`src/rtl/nltsc_pkg.sv`:
```
`timescale 1ns / 1ps
// ----------------------------------------------------------------------------
// nltsc_pkg
// Shared types and constants for the length-prefix to start-code converter.
// ----------------------------------------------------------------------------
package nltsc_pkg;

    localparam int FIFO_DEPTH = 4;
    localparam int FIFO_AW    = $clog2(FIFO_DEPTH);
    localparam int FIFO_CW    = $clog2(FIFO_DEPTH + 1);

    localparam logic [2:0] PREFIX_MIN   = 3'd1;
    localparam logic [2:0] PREFIX_MAX   = 3'd4;
    localparam logic [2:0] PREFIX_RESET = 3'd4;

    localparam logic [7:0] START_CODE [4] = '{8'h00, 8'h00, 8'h00, 8'h01};

    typedef enum logic [1:0] {
        CMD_BYTE   = 2'd0,
        CMD_START  = 2'd1,
        CMD_STATUS = 2'd2
    } cmd_kind_t;

    typedef struct packed {
        cmd_kind_t   kind;
        logic [7:0]  data;
        logic        sample_end;
        logic        malformed;
    } cmd_t;

endpackage

```
`src/rtl/nltsc_front.sv`:
```
`timescale 1ns / 1ps
// ----------------------------------------------------------------------------
// nltsc_front
// Parses sample bytes, tracks length prefixes and issues output commands.
// ----------------------------------------------------------------------------
module nltsc_front (
    input  logic              aclk,
    input  logic              aresetn,
    input  logic              cfg_valid,
    output logic              cfg_ready,
    input  logic [2:0]        cfg_data,
    input  logic              s_valid,
    output logic              s_ready,
    input  logic [7:0]        s_data_byte,
    input  logic              s_sample_first,
    input  logic [31:0]       s_sample_size,
    input  logic              q_full,
    output logic              q_push,
    output nltsc_pkg::cmd_t   q_cmd
);
    import nltsc_pkg::*;

    typedef enum logic [2:0] {
        PH_LEN  = 3'b001,
        PH_PAY  = 3'b010,
        PH_DROP = 3'b100
    } phase_t;

    phase_t      phase_reg, phase_next;
    logic [31:0] accum_reg, accum_next;
    logic [2:0]  seen_reg, seen_next;
    logic [31:0] pay_left_reg, pay_left_next;
    logic [31:0] smp_left_reg, smp_left_next;
    logic        bad_reg, bad_next;
    logic [2:0]  prefix_reg;

    logic        accept;
    logic [2:0]  pfx;
    logic [31:0] remain;
    logic [31:0] shifted;
    logic [2:0]  seen_inc;
    logic [31:0] pay_dec;
    logic        last;
    logic        emit;
    cmd_kind_t   kind;

    assign cfg_ready = 1'b1;
    assign s_ready   = !q_full;
    assign accept    = s_valid && s_ready;

    // saturate out-of-range prefix sizes
    always_comb begin
        if (prefix_reg < PREFIX_MIN) begin
            pfx = PREFIX_MIN;
        end else if (prefix_reg > PREFIX_MAX) begin
            pfx = PREFIX_MAX;
        end else begin
            pfx = prefix_reg;
        end
    end

    always_comb begin
        phase_next    = phase_reg;
        accum_next    = accum_reg;
        seen_next     = seen_reg;
        pay_left_next = pay_left_reg;
        smp_left_next = smp_left_reg;
        bad_next      = bad_reg;
        emit          = 1'b0;
        kind          = CMD_STATUS;
        last          = 1'b0;
        remain        = smp_left_reg;
        shifted       = '0;
        seen_inc      = '0;
        pay_dec       = '0;

        if (accept) begin
            if (s_sample_first) begin
                remain        = (s_sample_size != 32'd0) ? s_sample_size : 32'd1;
                phase_next    = PH_LEN;
                accum_next    = '0;
                seen_next     = '0;
                pay_left_next = '0;
                bad_next      = 1'b0;
            end
            // bytes outside any sample are dropped quietly
            if (remain != 32'd0) begin
                smp_left_next = remain - 32'd1;
                last          = (remain == 32'd1);
                case (phase_next)
                    PH_LEN: begin
                        if (seen_next == 3'd0 && remain < {29'd0, pfx}) begin
                            bad_next   = 1'b1;
                            phase_next = PH_DROP;
                        end else begin
                            shifted    = {accum_next[23:0], s_data_byte};
                            seen_inc   = (seen_next < 3'd7) ? seen_next + 3'd1 : seen_next;
                            accum_next = shifted;
                            seen_next  = seen_inc;
                            if (seen_inc >= pfx) begin
                                // length must fit in the bytes left after this one
                                if (shifted == 32'd0 || shifted >= remain) begin
                                    bad_next   = 1'b1;
                                    phase_next = PH_DROP;
                                end else begin
                                    emit          = 1'b1;
                                    kind          = CMD_START;
                                    pay_left_next = shifted;
                                    phase_next    = PH_PAY;
                                end
                            end
                        end
                    end
                    PH_PAY: begin
                        emit    = 1'b1;
                        kind    = CMD_BYTE;
                        pay_dec = (pay_left_next != 32'd0) ? pay_left_next - 32'd1
                                                           : pay_left_next;
                        pay_left_next = pay_dec;
                        if (pay_dec == 32'd0) begin
                            phase_next = PH_LEN;
                            accum_next = '0;
                            seen_next  = '0;
                        end
                    end
                    default: begin
                    end
                endcase
                if (last) begin
                    emit = 1'b1;
                end
            end else begin
                smp_left_next = remain;
            end
        end
    end

    assign q_push          = emit;
    assign q_cmd.kind      = kind;
    assign q_cmd.data      = (kind == CMD_BYTE) ? s_data_byte : 8'h00;
    assign q_cmd.sample_end = last;
    assign q_cmd.malformed = last && bad_next;

    always_ff @(posedge aclk) begin
        if (!aresetn) begin
            phase_reg    <= PH_LEN;
            accum_reg    <= '0;
            seen_reg     <= '0;
            pay_left_reg <= '0;
            smp_left_reg <= '0;
            bad_reg      <= 1'b0;
            prefix_reg   <= PREFIX_RESET;
        end else begin
            phase_reg    <= phase_next;
            accum_reg    <= accum_next;
            seen_reg     <= seen_next;
            pay_left_reg <= pay_left_next;
            smp_left_reg <= smp_left_next;
            bad_reg      <= bad_next;
            if (cfg_valid && cfg_ready) begin
                prefix_reg <= cfg_data;
            end
        end
    end

endmodule

```
`src/rtl/nltsc_cmd_fifo.sv`:
```
`timescale 1ns / 1ps
// ----------------------------------------------------------------------------
// nltsc_cmd_fifo
// Short command queue between the parser and the output sequencer.
// ----------------------------------------------------------------------------
module nltsc_cmd_fifo (
    input  logic              aclk,
    input  logic              aresetn,
    input  logic              push,
    input  nltsc_pkg::cmd_t   push_cmd,
    output logic              full,
    input  logic              pop,
    output logic              head_valid,
    output nltsc_pkg::cmd_t   head_cmd
);
    import nltsc_pkg::*;

    cmd_t               mem [FIFO_DEPTH];
    logic [FIFO_AW-1:0] wr_ptr_reg;
    logic [FIFO_AW-1:0] rd_ptr_reg;
    logic [FIFO_CW-1:0] count_reg, count_next;
    logic               do_push;
    logic               do_pop;

    assign full       = (count_reg == FIFO_CW'(FIFO_DEPTH));
    assign head_valid = (count_reg != '0);
    assign head_cmd   = mem[rd_ptr_reg];
    assign do_push    = push && !full;
    assign do_pop     = pop && head_valid;

    always_comb begin
        count_next = count_reg;
        if (do_push && !do_pop) begin
            count_next = count_reg + FIFO_CW'(1);
        end else if (do_pop && !do_push) begin
            count_next = count_reg - FIFO_CW'(1);
        end
    end

    always_ff @(posedge aclk) begin
        if (do_push) begin
            mem[wr_ptr_reg] <= push_cmd;
        end
    end

    always_ff @(posedge aclk) begin
        if (!aresetn) begin
            wr_ptr_reg <= '0;
            rd_ptr_reg <= '0;
            count_reg  <= '0;
        end else begin
            count_reg <= count_next;
            if (do_push) begin
                wr_ptr_reg <= wr_ptr_reg + FIFO_AW'(1);
            end
            if (do_pop) begin
                rd_ptr_reg <= rd_ptr_reg + FIFO_AW'(1);
            end
        end
    end

endmodule

```
`src/rtl/nltsc_back.sv`:
```
`timescale 1ns / 1ps
// ----------------------------------------------------------------------------
// nltsc_back
// Expands queued commands into result transfers through an output register.
// ----------------------------------------------------------------------------
module nltsc_back (
    input  logic              aclk,
    input  logic              aresetn,
    input  logic              head_valid,
    input  nltsc_pkg::cmd_t   head_cmd,
    output logic              pop,
    output logic              m_valid,
    input  logic              m_ready,
    output logic [7:0]        m_out_byte,
    output logic              m_byte_valid,
    output logic              m_nal_start,
    output logic              m_sample_end,
    output logic              m_malformed,
    output logic              m_run_last
);
    import nltsc_pkg::*;

    logic [1:0] beat_reg, beat_next;
    logic       m_valid_reg;
    logic [7:0] byte_reg;
    logic       bvalid_reg, nstart_reg, send_reg, malf_reg, rlast_reg;

    logic       load;
    logic       last_beat;
    logic [7:0] beat_byte;
    logic       beat_bvalid;
    logic       beat_nstart;

    assign load = !m_valid_reg || m_ready;

    always_comb begin
        last_beat   = 1'b1;
        beat_byte   = 8'h00;
        beat_bvalid = 1'b0;
        beat_nstart = 1'b0;
        case (head_cmd.kind)
            CMD_START: begin
                beat_byte   = START_CODE[beat_reg];
                beat_bvalid = 1'b1;
                beat_nstart = (beat_reg == 2'd0);
                last_beat   = (beat_reg == 2'd3);
            end
            CMD_BYTE: begin
                beat_byte   = head_cmd.data;
                beat_bvalid = 1'b1;
            end
            default: begin
            end
        endcase
    end

    assign pop = load && head_valid && last_beat;

    always_comb begin
        beat_next = beat_reg;
        if (load && head_valid) begin
            beat_next = last_beat ? 2'd0 : beat_reg + 2'd1;
        end
    end

    always_ff @(posedge aclk) begin
        if (!aresetn) begin
            m_valid_reg <= 1'b0;
            beat_reg    <= '0;
        end else begin
            beat_reg <= beat_next;
            if (load) begin
                m_valid_reg <= head_valid;
            end
        end
    end

    always_ff @(posedge aclk) begin
        if (load && head_valid) begin
            byte_reg   <= beat_byte;
            bvalid_reg <= beat_bvalid;
            nstart_reg <= beat_nstart;
            send_reg   <= last_beat && head_cmd.sample_end;
            malf_reg   <= last_beat && head_cmd.malformed;
            rlast_reg  <= last_beat;
        end
    end

    assign m_valid      = m_valid_reg;
    assign m_out_byte   = byte_reg;
    assign m_byte_valid = bvalid_reg;
    assign m_nal_start  = nstart_reg;
    assign m_sample_end = send_reg;
    assign m_malformed  = malf_reg;
    assign m_run_last   = rlast_reg;

endmodule

```
`src/rtl/nal_length_to_start_code.sv`:
```
`timescale 1ns / 1ps
// ----------------------------------------------------------------------------
// nal_length_to_start_code
// Converts length-prefixed NAL unit samples into a start-code byte stream.
// Each result passes through the command queue and then the output register.
// Throughput: one input byte per cycle while the command queue is not full;
// each NAL start is one queued command that expands into four results.
// Reset: synchronous active-low aresetn clears control state, prefix size 4.
// ----------------------------------------------------------------------------
module nal_length_to_start_code (
    input  logic        aclk,
    input  logic        aresetn,
    input  logic        cfg_valid,
    output logic        cfg_ready,
    input  logic [2:0]  cfg_data,
    input  logic        s_valid,
    output logic        s_ready,
    input  logic [7:0]  s_data_byte,
    input  logic        s_sample_first,
    input  logic [31:0] s_sample_size,
    output logic        m_valid,
    input  logic        m_ready,
    output logic [7:0]  m_out_byte,
    output logic        m_byte_valid,
    output logic        m_nal_start,
    output logic        m_sample_end,
    output logic        m_malformed,
    output logic        m_run_last
);
    import nltsc_pkg::*;

    logic q_full, q_push, q_pop, q_head_valid;
    cmd_t q_cmd, q_head;

    nltsc_front u_front (
        .aclk           (aclk),
        .aresetn        (aresetn),
        .cfg_valid      (cfg_valid),
        .cfg_ready      (cfg_ready),
        .cfg_data       (cfg_data),
        .s_valid        (s_valid),
        .s_ready        (s_ready),
        .s_data_byte    (s_data_byte),
        .s_sample_first (s_sample_first),
        .s_sample_size  (s_sample_size),
        .q_full         (q_full),
        .q_push         (q_push),
        .q_cmd          (q_cmd)
    );

    nltsc_cmd_fifo u_fifo (
        .aclk       (aclk),
        .aresetn    (aresetn),
        .push       (q_push),
        .push_cmd   (q_cmd),
        .full       (q_full),
        .pop        (q_pop),
        .head_valid (q_head_valid),
        .head_cmd   (q_head)
    );

    nltsc_back u_back (
        .aclk         (aclk),
        .aresetn      (aresetn),
        .head_valid   (q_head_valid),
        .head_cmd     (q_head),
        .pop          (q_pop),
        .m_valid      (m_valid),
        .m_ready      (m_ready),
        .m_out_byte   (m_out_byte),
        .m_byte_valid (m_byte_valid),
        .m_nal_start  (m_nal_start),
        .m_sample_end (m_sample_end),
        .m_malformed  (m_malformed),
        .m_run_last   (m_run_last)
    );

endmodule

```
`config.mk`:
```
export PLATFORM = sky130hd
export DESIGN_NAME = nal_length_to_start_code
export DESIGN_NICKNAME = d
export VERILOG_FILES = /design/src/rtl/nltsc_pkg.sv /design/src/rtl/nltsc_front.sv /design/src/rtl/nltsc_cmd_fifo.sv /design/src/rtl/nltsc_back.sv /design/src/rtl/nal_length_to_start_code.sv
export SDC_FILE = /design/constraint.sdc
export NUM_CORES = 1
export LEC_CHECK = 0
export ABC_AREA = 0
export BUFFER_PORTS_ARGS = -buffer_cell sky130_fd_sc_hd__buf_4
export CAP_MARGIN = 10
export CORE_MARGIN = 8
export CORE_UTILIZATION = 45
export DETAILED_ROUTE_END_ITERATION = 6
export MAX_ROUTING_LAYER = met4
export SYNTH_ARGS = -nofsm -noshare
export SYNTH_HDL_FRONTEND = slang
export SYNTH_SLANG_ARGS = --single-unit
```
`constraint.sdc`:
```
create_clock -name aclk -period 17.23 [get_ports aclk]
set_input_delay 0.8615 -clock aclk [delete_from_list [all_inputs] [get_ports aclk]]
set_output_delay 0.8615 -clock aclk [all_outputs]
set_load 0.01 [all_outputs]
```
==> results of run 1 <==
[logic make-up (layout without fill, tap and decap cells)]
group                    Yosys count  in the layout
AND/OR/NAND/NOR                  479            479
AO/OA/AOI/OAI                    357            357
flip-flops                       171            171
buffers and inverters            106            135
multiplexers                      58             58
adder cells (fa/ha/maj)           49             49
XOR/XNOR                          36             36
other                              1              1
[final timing paths]
check | startpoint | to | slack [ns] | cells past startpoint
min | u_front.smp_left_reg[30]$_SDFFE_PN0P_ | u_front.smp_left_reg[30]$_SDFFE_PN0P_ | 0.47 | 2
max reg2reg | u_front.pay_left_reg[0]$_SDFFE_PN0P_ | u_front.seen_reg[1]$_SDFFE_PN0P_ | 12.56 | 11
min reg2reg | u_front.smp_left_reg[30]$_SDFFE_PN0P_ | u_front.smp_left_reg[30]$_SDFFE_PN0P_ | 0.47 | 2
max | s_sample_first | u_fifo.count_reg[2]$_SDFFE_PN0P_ | 11.10 | 19
[power by group]
group / internal (uW) / leakage (uW) / switching (uW) / total [uW]
clock: 204 / 0.000307 / 210 / 414
sequential: 466 / 0.00143 / 37.2 / 504
combinational: 168 / 0.00285 / 263 / 431
total: 838 / 0.00459 / 511 / 1350
[routing by layer]
layer / vias up / share of wire, %
met3: 106 / 8.1
met1: 5046 / 43
met4: 0 / 3.6
li1: 4793 / -
met2: 538 / 45
met5: - / 0
[critical path: stages]
cell                        delay, ns
sky130_fd_sc_hd__buf_4           0.41
sky130_fd_sc_hd__buf_4           0.52
sky130_fd_sc_hd__buf_4           0.71
sky130_fd_sc_hd__nor2b_1         0.21
sky130_fd_sc_hd__ha_1            0.24
sky130_fd_sc_hd__a21o_1          0.17
sky130_fd_sc_hd__a21o_1          0.17
sky130_fd_sc_hd__a21o_1          0.17
sky130_fd_sc_hd__a211oi_1        0.24
sky130_fd_sc_hd__o2111ai_1       0.35
sky130_fd_sc_hd__nor3_4          0.54
sky130_fd_sc_hd__nand2_1         0.15
sky130_fd_sc_hd__a31oi_2         0.35
sky130_fd_sc_hd__ha_1            0.26
sky130_fd_sc_hd__inv_1           0.06
sky130_fd_sc_hd__fa_1            0.37
sky130_fd_sc_hd__xor2_1          0.17
sky130_fd_sc_hd__or3_1           0.31
sky130_fd_sc_hd__a21oi_1         0.14
[cell type report]
type,count,area share (%)
Multi-Input combinational cell,980,54.5
Sequential cell,171,31.9
Timing Repair Buffer,74,4.39
Clock buffer,17,3.36
Tap cell,330,3.26
Clock inverter,15,1.71
Inverter,29,0.860
[synthesized netlist by cell type (31+ instances only)]
library cell,number
sky130_fd_sc_hd__dfxtp_1,110
sky130_fd_sc_hd__edfxtp_1,61
sky130_fd_sc_hd__nor4_1,31
sky130_fd_sc_hd__and2_1,36
sky130_fd_sc_hd__clkbuf_1,43
sky130_fd_sc_hd__a21oi_1,79
sky130_fd_sc_hd__mux2i_1,38
sky130_fd_sc_hd__o21ai_0,72
sky130_fd_sc_hd__nor3_1,42
sky130_fd_sc_hd__nor2b_1,42
sky130_fd_sc_hd__nor2_1,76
sky130_fd_sc_hd__nand2_1,103
sky130_fd_sc_hd__ha_1,46
sky130_fd_sc_hd__nand3_1,36
[through the flow]
step | setup WS [ns] | power [uW] | hold WS (ns) | instance area (sq um) | util, %
after floorplan | 11.13 | 806 | 0.431 | 11500 | -
after global placement | 10.91 | 933 | 0.442 | 12000 | 47.9
after detailed placement | 10.77 | 934 | 0.455 | 12000 | 47.9
after CTS | 11.21 | 1350 | 0.470 | 12700 | 50.4
after global routing | 10.78 | 1410 | 0.493 | 12700 | 50.4
final | 11.10 | 1350 | 0.466 | 12700 | 50.4
==> run_summary.xml, run 1 <==
<?xml version="1.0" encoding="UTF-8"?>
<metrics>
  <group name="detailed_routing">
    <metric name="antenna_violating_nets_post_route" unit="">0</metric>
    <metric name="remaining_drc_errors" unit="">0</metric>
    <metric name="detailed_route_iter0_violations" unit="">1288</metric>
    <metric name="drt-wirelength-per-cell" unit="um">23.5</metric>
    <metric name="avgViaCountPerCell" unit="">6.49</metric>
    <metric name="detailroute.via_count" unit="">10483</metric>
    <metric name="detail_route.first_pass.iterations" unit="">5</metric>
    <metric name="wl" unit="um">37900</metric>
  </group>
  <group name="min_path">
    <metric name="hp-class" unit="">reg -&gt; reg</metric>
  </group>
  <group name="synth">
    <metric name="dominant_combinational_cell_family_by_area_after_synthesis" unit="">simple AND/OR/NAND/NOR gates</metric>
    <metric name="ys_types" unit="">110</metric>
    <metric name="synth_area_leaders" unit="">sky130_fd_sc_hd__dfxtp_1 19%, sky130_fd_sc_hd__edfxtp_1 16%, sky130_fd_sc_hd__ha_1 5.0%</metric>
    <metric name="area_share_of_the_leading_cell_type_in_the_synthesized_netlist" unit="%">19.2</metric>
    <metric name="synth_cells" unit="">1257</metric>
    <metric name="synth_xor_xnor_area_share" unit="%">2.75</metric>
    <metric name="synth_sequential_area_ratio" unit="%">35.2</metric>
    <metric name="top_reg_cell_synth" unit="">sky130_fd_sc_hd__dfxtp_1</metric>
    <metric name="post_synth_and_or_nand_nor_area_fraction" unit="%">23.5</metric>
    <metric name="synthDominantAreaCellType" unit="">sky130_fd_sc_hd__dfxtp_1</metric>
    <metric name="mapped_nets" unit="">1353</metric>
    <metric name="count_of_flip_flops_with_a_built_in_enable_after_synthesis" unit="">61</metric>
    <metric name="synthArstFlopShare" unit="%">0</metric>
    <metric name="ys_ff_latch" unit="">171</metric>
    <metric name="synth_area" unit="sq mm">0.0115</metric>
    <metric name="synth_compound_area_share" unit="%">21.8</metric>
    <metric name="post_synth_fa_ha_maj_area_fraction" unit="%">5.38</metric>
    <metric name="number_of_warning_messages_in_the_yosys_log" unit="">0</metric>
    <metric name="synth_mux_area_share" unit="%">6.61</metric>
    <metric name="avgSynthCellArea" unit="sq um">9.12</metric>
  </group>
  <group name="clock_network">
    <metric name="hold_buffer_count_at_cts" unit="">0</metric>
    <metric name="cts_repair_resize_count" unit="">0</metric>
    <metric name="tritoncts" unit="">built</metric>
    <metric name="ctsHtreeMaxLevel" unit="">4</metric>
    <metric name="cts_inserted_buffers" unit="">17</metric>
    <metric name="clock_insertion_delay_worst_skew" unit="ns">0.46</metric>
    <metric name="clkSinkCount" unit="">171</metric>
    <metric name="clk_root_buffer_cell" unit="">sky130_fd_sc_hd__clkbuf_16</metric>
    <metric name="postCtsSetupBuffers" unit="">0</metric>
    <metric name="cts.clk_slew.worst_paths" unit="ns">0.09</metric>
    <metric name="clock_path_buffers" unit="">2</metric>
  </group>
  <group name="global_route">
    <metric name="number_of_antenna_violations_at_the_first_check_in_global_routing" unit="">0</metric>
    <metric name="pin_count_of_the_biggest_net_entering_global_routing" unit="">69</metric>
    <metric name="global_route.usage.total" unit="%">24.9</metric>
    <metric name="grtUsageMet2" unit="%">38.1</metric>
    <metric name="grt.met3_usage" unit="%">4.96</metric>
    <metric name="overflow_left_after_global_routing" unit="">0</metric>
    <metric name="most_heavily_used_metal_layer_in_global_routing" unit="">met2</metric>
    <metric name="first_pass_grt_wire_length" unit="um">58800</metric>
    <metric name="vias_in_the_first_global_route" unit="">9991</metric>
    <metric name="met1_usage" unit="%">32.1</metric>
  </group>
  <group name="sta">
    <metric name="hold_viol" unit="">0</metric>
    <metric name="tightestPinTransition" unit="ns">1.19</metric>
    <metric name="max_freq" unit="MHz">163</metric>
    <metric name="fin_crit" unit="ns">6.13</metric>
    <metric name="slew_headroom" unit="%">20.4</metric>
    <metric name="skew" unit="ns">0.0215</metric>
    <metric name="maxSlewViolCount" unit="">0</metric>
    <metric name="rsz0062_at_grt" unit="">false</metric>
    <metric name="final.period_utilization" unit="%">35.6</metric>
    <metric name="final_setup_tns" unit="ns">0</metric>
    <metric name="count_of_final_setup_violators" unit="">0</metric>
  </group>
  <group name="power">
    <metric name="worst_ir_drop_vdd" unit="uV">70.2</metric>
    <metric name="p_leak" unit="uW">0.00459</metric>
    <metric name="power_density_relative_to_cell_area" unit="mW/mm^2">107</metric>
  </group>
  <group name="final_layout">
    <metric name="fraction_of_final_layout_cells_sized_beyond_drive_strength_1" unit="%">14.9</metric>
    <metric name="mostFrequentLayoutCell" unit="">sky130_fd_sc_hd__dfxtp_1</metric>
    <metric name="register_area" unit="sq mm">0.00403</metric>
    <metric name="multiInputGateArea" unit="sq mm">0.00690</metric>
    <metric name="largest_reg_flops" unit="">48</metric>
    <metric name="syn2layout_area_growth" unit="%">10.4</metric>
    <metric name="filler_free_cell_count_of_the_finished_design" unit="">1616</metric>
    <metric name="most-common-layout-cells" unit="">110 x sky130_fd_sc_hd__dfxtp_1, 102 x sky130_fd_sc_hd__nand2_1, 79 x sky130_fd_sc_hd__a21oi_1</metric>
    <metric name="antenna_cells" unit="">0</metric>
    <metric name="fill_cells" unit="">2380</metric>
    <metric name="finalNetCount" unit="">1369</metric>
  </group>
  <group name="die">
    <metric name="floorplan.io_pins" unit="">65</metric>
    <metric name="floorplan.die_area" unit="sq mm">0.0308</metric>
    <metric name="start_util" unit="%">45.7</metric>
    <metric name="core.rowCount" unit="">58</metric>
    <metric name="floorplan.die.width" unit="um">176</metric>
    <metric name="die_h" unit="um">176</metric>
    <metric name="design.core.area" unit="sq mm">0.0251</metric>
  </group>
  <group name="setup_path">
    <metric name="critPathMaxFanout" unit="">68</metric>
    <metric name="worstPathArrival" unit="ns">6.50</metric>
    <metric name="worst_setup_path_end_kind" unit="">flip-flop</metric>
    <metric name="timing.critical_path.required" unit="ns">17.60</metric>
    <metric name="timing.critical_path.from_type" unit="">primary input</metric>
    <metric name="crit_type" unit="">in -&gt; reg</metric>
  </group>
  <group name="placement">
    <metric name="detailed_place_hpwl" unit="um">27000</metric>
    <metric name="io_buffer_count" unit="">63</metric>
    <metric name="gp_congestion" unit="">0.935</metric>
    <metric name="placed_cells_incl_taps" unit="">1584</metric>
  </group>
  <group name="run">
    <metric name="drv_cap" unit="">0</metric>
  </group>
  <group name="outcome">
    <metric name="run_status" unit="">completed</metric>
  </group>
</metrics>
No activity file was read; power rests on OpenSTA's default activity.
==> run 2: changes to the inputs <==
clock period = 5.9 ns   (was 17.23 ns; I/O delays follow)
==> run_summary.xml, run 2 (synthesis gave the netlist of run 1 again) <==
<?xml version="1.0" encoding="UTF-8"?>
<metrics>
  <group name="sta">
    <metric name="rsz0062_at_grt" unit="">false</metric>
    <metric name="skew" unit="ns">0.0169</metric>
    <metric name="slew_headroom" unit="%">27.4</metric>
    <metric name="final.period_utilization" unit="%">81.4</metric>
    <metric name="final_setup_tns" unit="ns">0</metric>
    <metric name="setup_ws" unit="ns">1.10</metric>
    <metric name="count_of_final_setup_violators" unit="">0</metric>
    <metric name="fin_crit" unit="ns">4.80</metric>
    <metric name="max_freq" unit="MHz">208</metric>
    <metric name="hold_viol" unit="">0</metric>
    <metric name="tightestPinTransition" unit="ns">1.08</metric>
    <metric name="maxSlewViolCount" unit="">0</metric>
  </group>
  <group name="clock_network">
    <metric name="tritoncts" unit="">built</metric>
    <metric name="clock_path_buffers" unit="">2</metric>
    <metric name="cts.clk_slew.worst_paths" unit="ns">0.09</metric>
    <metric name="cts_repair_resize_count" unit="">0</metric>
    <metric name="clk_root_buffer_cell" unit="">sky130_fd_sc_hd__clkbuf_16</metric>
    <metric name="cts_inserted_buffers" unit="">17</metric>
    <metric name="hold_buffer_count_at_cts" unit="">0</metric>
    <metric name="postCtsSetupBuffers" unit="">0</metric>
    <metric name="clock_insertion_delay_worst_skew" unit="ns">0.44</metric>
    <metric name="clkSinkCount" unit="">171</metric>
    <metric name="ctsHtreeMaxLevel" unit="">4</metric>
  </group>
  <group name="die">
    <metric name="floorplan.die.width" unit="um">176</metric>
    <metric name="floorplan.die_area" unit="sq mm">0.0308</metric>
    <metric name="die_h" unit="um">176</metric>
    <metric name="core.rowCount" unit="">58</metric>
    <metric name="design.core.area" unit="sq mm">0.0251</metric>
    <metric name="start_util" unit="%">45.7</metric>
    <metric name="floorplan.io_pins" unit="">65</metric>
  </group>
  <group name="setup_path">
    <metric name="timing.critical_path.from_type" unit="">primary input</metric>
    <metric name="cpLargestDelayFamily" unit="">simple AND/OR/NAND/NOR gates</metric>
    <metric name="crit_type" unit="">in -&gt; reg</metric>
    <metric name="path_cells" unit="">buf_4, nor3_1, nand3_1, o311ai_0, nand2_1, inv_1, ha_1, nand2b_1, maj3_2, maj3_1, nand2_1, a221oi_1, nor3_4, buf_4, nand2_1, a31oi_2, ha_1, inv_1, fa_1, xor2_1, or3_1, a21oi_1</metric>
    <metric name="worstPathArrival" unit="ns">5.17</metric>
    <metric name="worst_setup_path_end_kind" unit="">flip-flop</metric>
    <metric name="critPathMostFrequentCell" unit="">sky130_fd_sc_hd__nand2_1</metric>
    <metric name="critPathMaxStageDelay" unit="ns">0.47</metric>
    <metric name="timing.critical_path.required" unit="ns">6.27</metric>
    <metric name="critPathBufInv" unit="">4</metric>
    <metric name="critPathMaxFanout" unit="">9</metric>
    <metric name="worst_path_max_delay_cell" unit="">sky130_fd_sc_hd__nor3_1</metric>
  </group>
  <group name="power">
    <metric name="p_leak" unit="uW">0.00461</metric>
    <metric name="worst_ir_drop_vdd" unit="uV">179</metric>
    <metric name="power_density_relative_to_cell_area" unit="mW/mm^2">310</metric>
  </group>
  <group name="placement">
    <metric name="gp_congestion" unit="">0.953</metric>
    <metric name="place_worst_setup_slack" unit="ns">0.702</metric>
    <metric name="detailed_place_hpwl" unit="um">27200</metric>
    <metric name="io_buffer_count" unit="">63</metric>
  </group>
  <group name="global_route">
    <metric name="number_of_antenna_violations_at_the_first_check_in_global_routing" unit="">0</metric>
    <metric name="global_route.usage.total" unit="%">25.1</metric>
    <metric name="overflow_left_after_global_routing" unit="">0</metric>
    <metric name="pin_count_of_the_biggest_net_entering_global_routing" unit="">59</metric>
    <metric name="first_pass_grt_wire_length" unit="um">59500</metric>
    <metric name="vias_in_the_first_global_route" unit="">10129</metric>
  </group>
  <group name="detailed_routing">
    <metric name="avgViaCountPerCell" unit="">6.42</metric>
    <metric name="wl" unit="um">37600</metric>
    <metric name="remaining_drc_errors" unit="">0</metric>
    <metric name="detail_route.first_pass.iterations" unit="">6</metric>
    <metric name="detailed_route_iter0_violations" unit="">1060</metric>
    <metric name="drt-wirelength-per-cell" unit="um">23.2</metric>
    <metric name="antenna_violating_nets_post_route" unit="">0</metric>
    <metric name="detailroute.via_count" unit="">10418</metric>
  </group>
  <group name="run">
    <metric name="drv_cap" unit="">0</metric>
  </group>
  <group name="final_layout">
    <metric name="finalNetCount" unit="">1375</metric>
    <metric name="syn2layout_area_growth" unit="%">10.8</metric>
    <metric name="largest_reg_flops" unit="">48</metric>
    <metric name="fraction_of_final_layout_cells_sized_beyond_drive_strength_1" unit="%">15.3</metric>
    <metric name="mostFrequentLayoutCell" unit="">sky130_fd_sc_hd__dfxtp_1</metric>
    <metric name="antenna_cells" unit="">0</metric>
    <metric name="most-common-layout-cells" unit="">110 x sky130_fd_sc_hd__dfxtp_1, 102 x sky130_fd_sc_hd__nand2_1, 80 x sky130_fd_sc_hd__buf_4</metric>
  </group>
  <group name="min_path">
    <metric name="hp-class" unit="">in -&gt; reg</metric>
  </group>
  <group name="outcome">
    <metric name="run_status" unit="">completed</metric>
  </group>
</metrics>
-- run 2: path summary, 6_finish.rpt --
| path | startpoint | slack (ns) | to | depth (start not counted) |
|---|---|---|---|---|
| max | s_sample_size[21] | 1.10 | u_fifo.count_reg[2]$_SDFFE_PN0P_ | 22 |
| min reg2reg | u_front.smp_left_reg[30]$_SDFFE_PN0P_ | 0.46 | u_front.smp_left_reg[30]$_SDFFE_PN0P_ | 2 |
| max reg2reg | u_front.smp_left_reg[2]$_SDFFE_PN0P_ | 1.48 | u_fifo.count_reg[2]$_SDFFE_PN0P_ | 19 |
| min | cfg_data[2] | 0.06 | u_front.prefix_reg[2]$_SDFFE_PN1P_ | 3 |
-- run 2: worst register-to-register path, stage by stage, from the launching register on --
cell	delay, ns
sky130_fd_sc_hd__dfxtp_1	0.32
sky130_fd_sc_hd__mux2i_1	0.33
sky130_fd_sc_hd__inv_1	0.09
sky130_fd_sc_hd__ha_1	0.33
sky130_fd_sc_hd__o211a_1	0.18
sky130_fd_sc_hd__inv_1	0.06
sky130_fd_sc_hd__nor4_1	0.26
sky130_fd_sc_hd__and4b_1	0.22
sky130_fd_sc_hd__buf_4	0.20
sky130_fd_sc_hd__or2_4	0.27
sky130_fd_sc_hd__nor3_4	0.15
sky130_fd_sc_hd__buf_4	0.21
sky130_fd_sc_hd__nand2_1	0.08
sky130_fd_sc_hd__a31oi_2	0.34
sky130_fd_sc_hd__ha_1	0.25
sky130_fd_sc_hd__inv_1	0.06
sky130_fd_sc_hd__fa_1	0.37
sky130_fd_sc_hd__xor2_1	0.17
sky130_fd_sc_hd__or3_1	0.30
sky130_fd_sc_hd__a21oi_1	0.14
-- run 2: stage by stage --
step / hold slack [ns] / total power, uW / std cells / util, % / instance area [sq um]
floorplan: 0.421 / 2350 / 1257 / - / 11500
global placement: 0.441 / 2740 / 1590 / 48.1 / 12100
detailed placement: 0.447 / 2740 / 1590 / 48.1 / 12100
CTS: 0.0537 / 3950 / 1622 / 50.6 / 12700
global route: 0.0634 / 4150 / 1622 / 50.6 / 12700
finish: 0.0595 / 3940 / 1622 / 50.6 / 12700
-- run 2: layout make-up --
| type | count | area (sq um) |
|---|---|---|
| fill | 2413 | 12400 |
| multi-input combinational | 980 | 6910 |
| sequential | 171 | 4030 |
| timing repair buffer | 80 | 601 |
| clock buffer | 17 | 425 |
| tap | 330 | 413 |
| clock inverter | 15 | 209 |
| inverter | 29 | 109 |
-- run 2: routing by layer --
| metal | share of wire (%) | track usage (%) |
|---|---|---|
| met2 | 44 | 37.7 |
| met5 | 0 | - |
| met3 | 8.0 | 5.22 |
| met1 | 44 | 33.2 |
| met4 | 3.7 | 8.90 |
-- run 2: power by group --
part	total [uW]	switching, uW	internal [uW]
sequential	1470	109	1360
combinational	1260	766	495
clock	1210	612	596
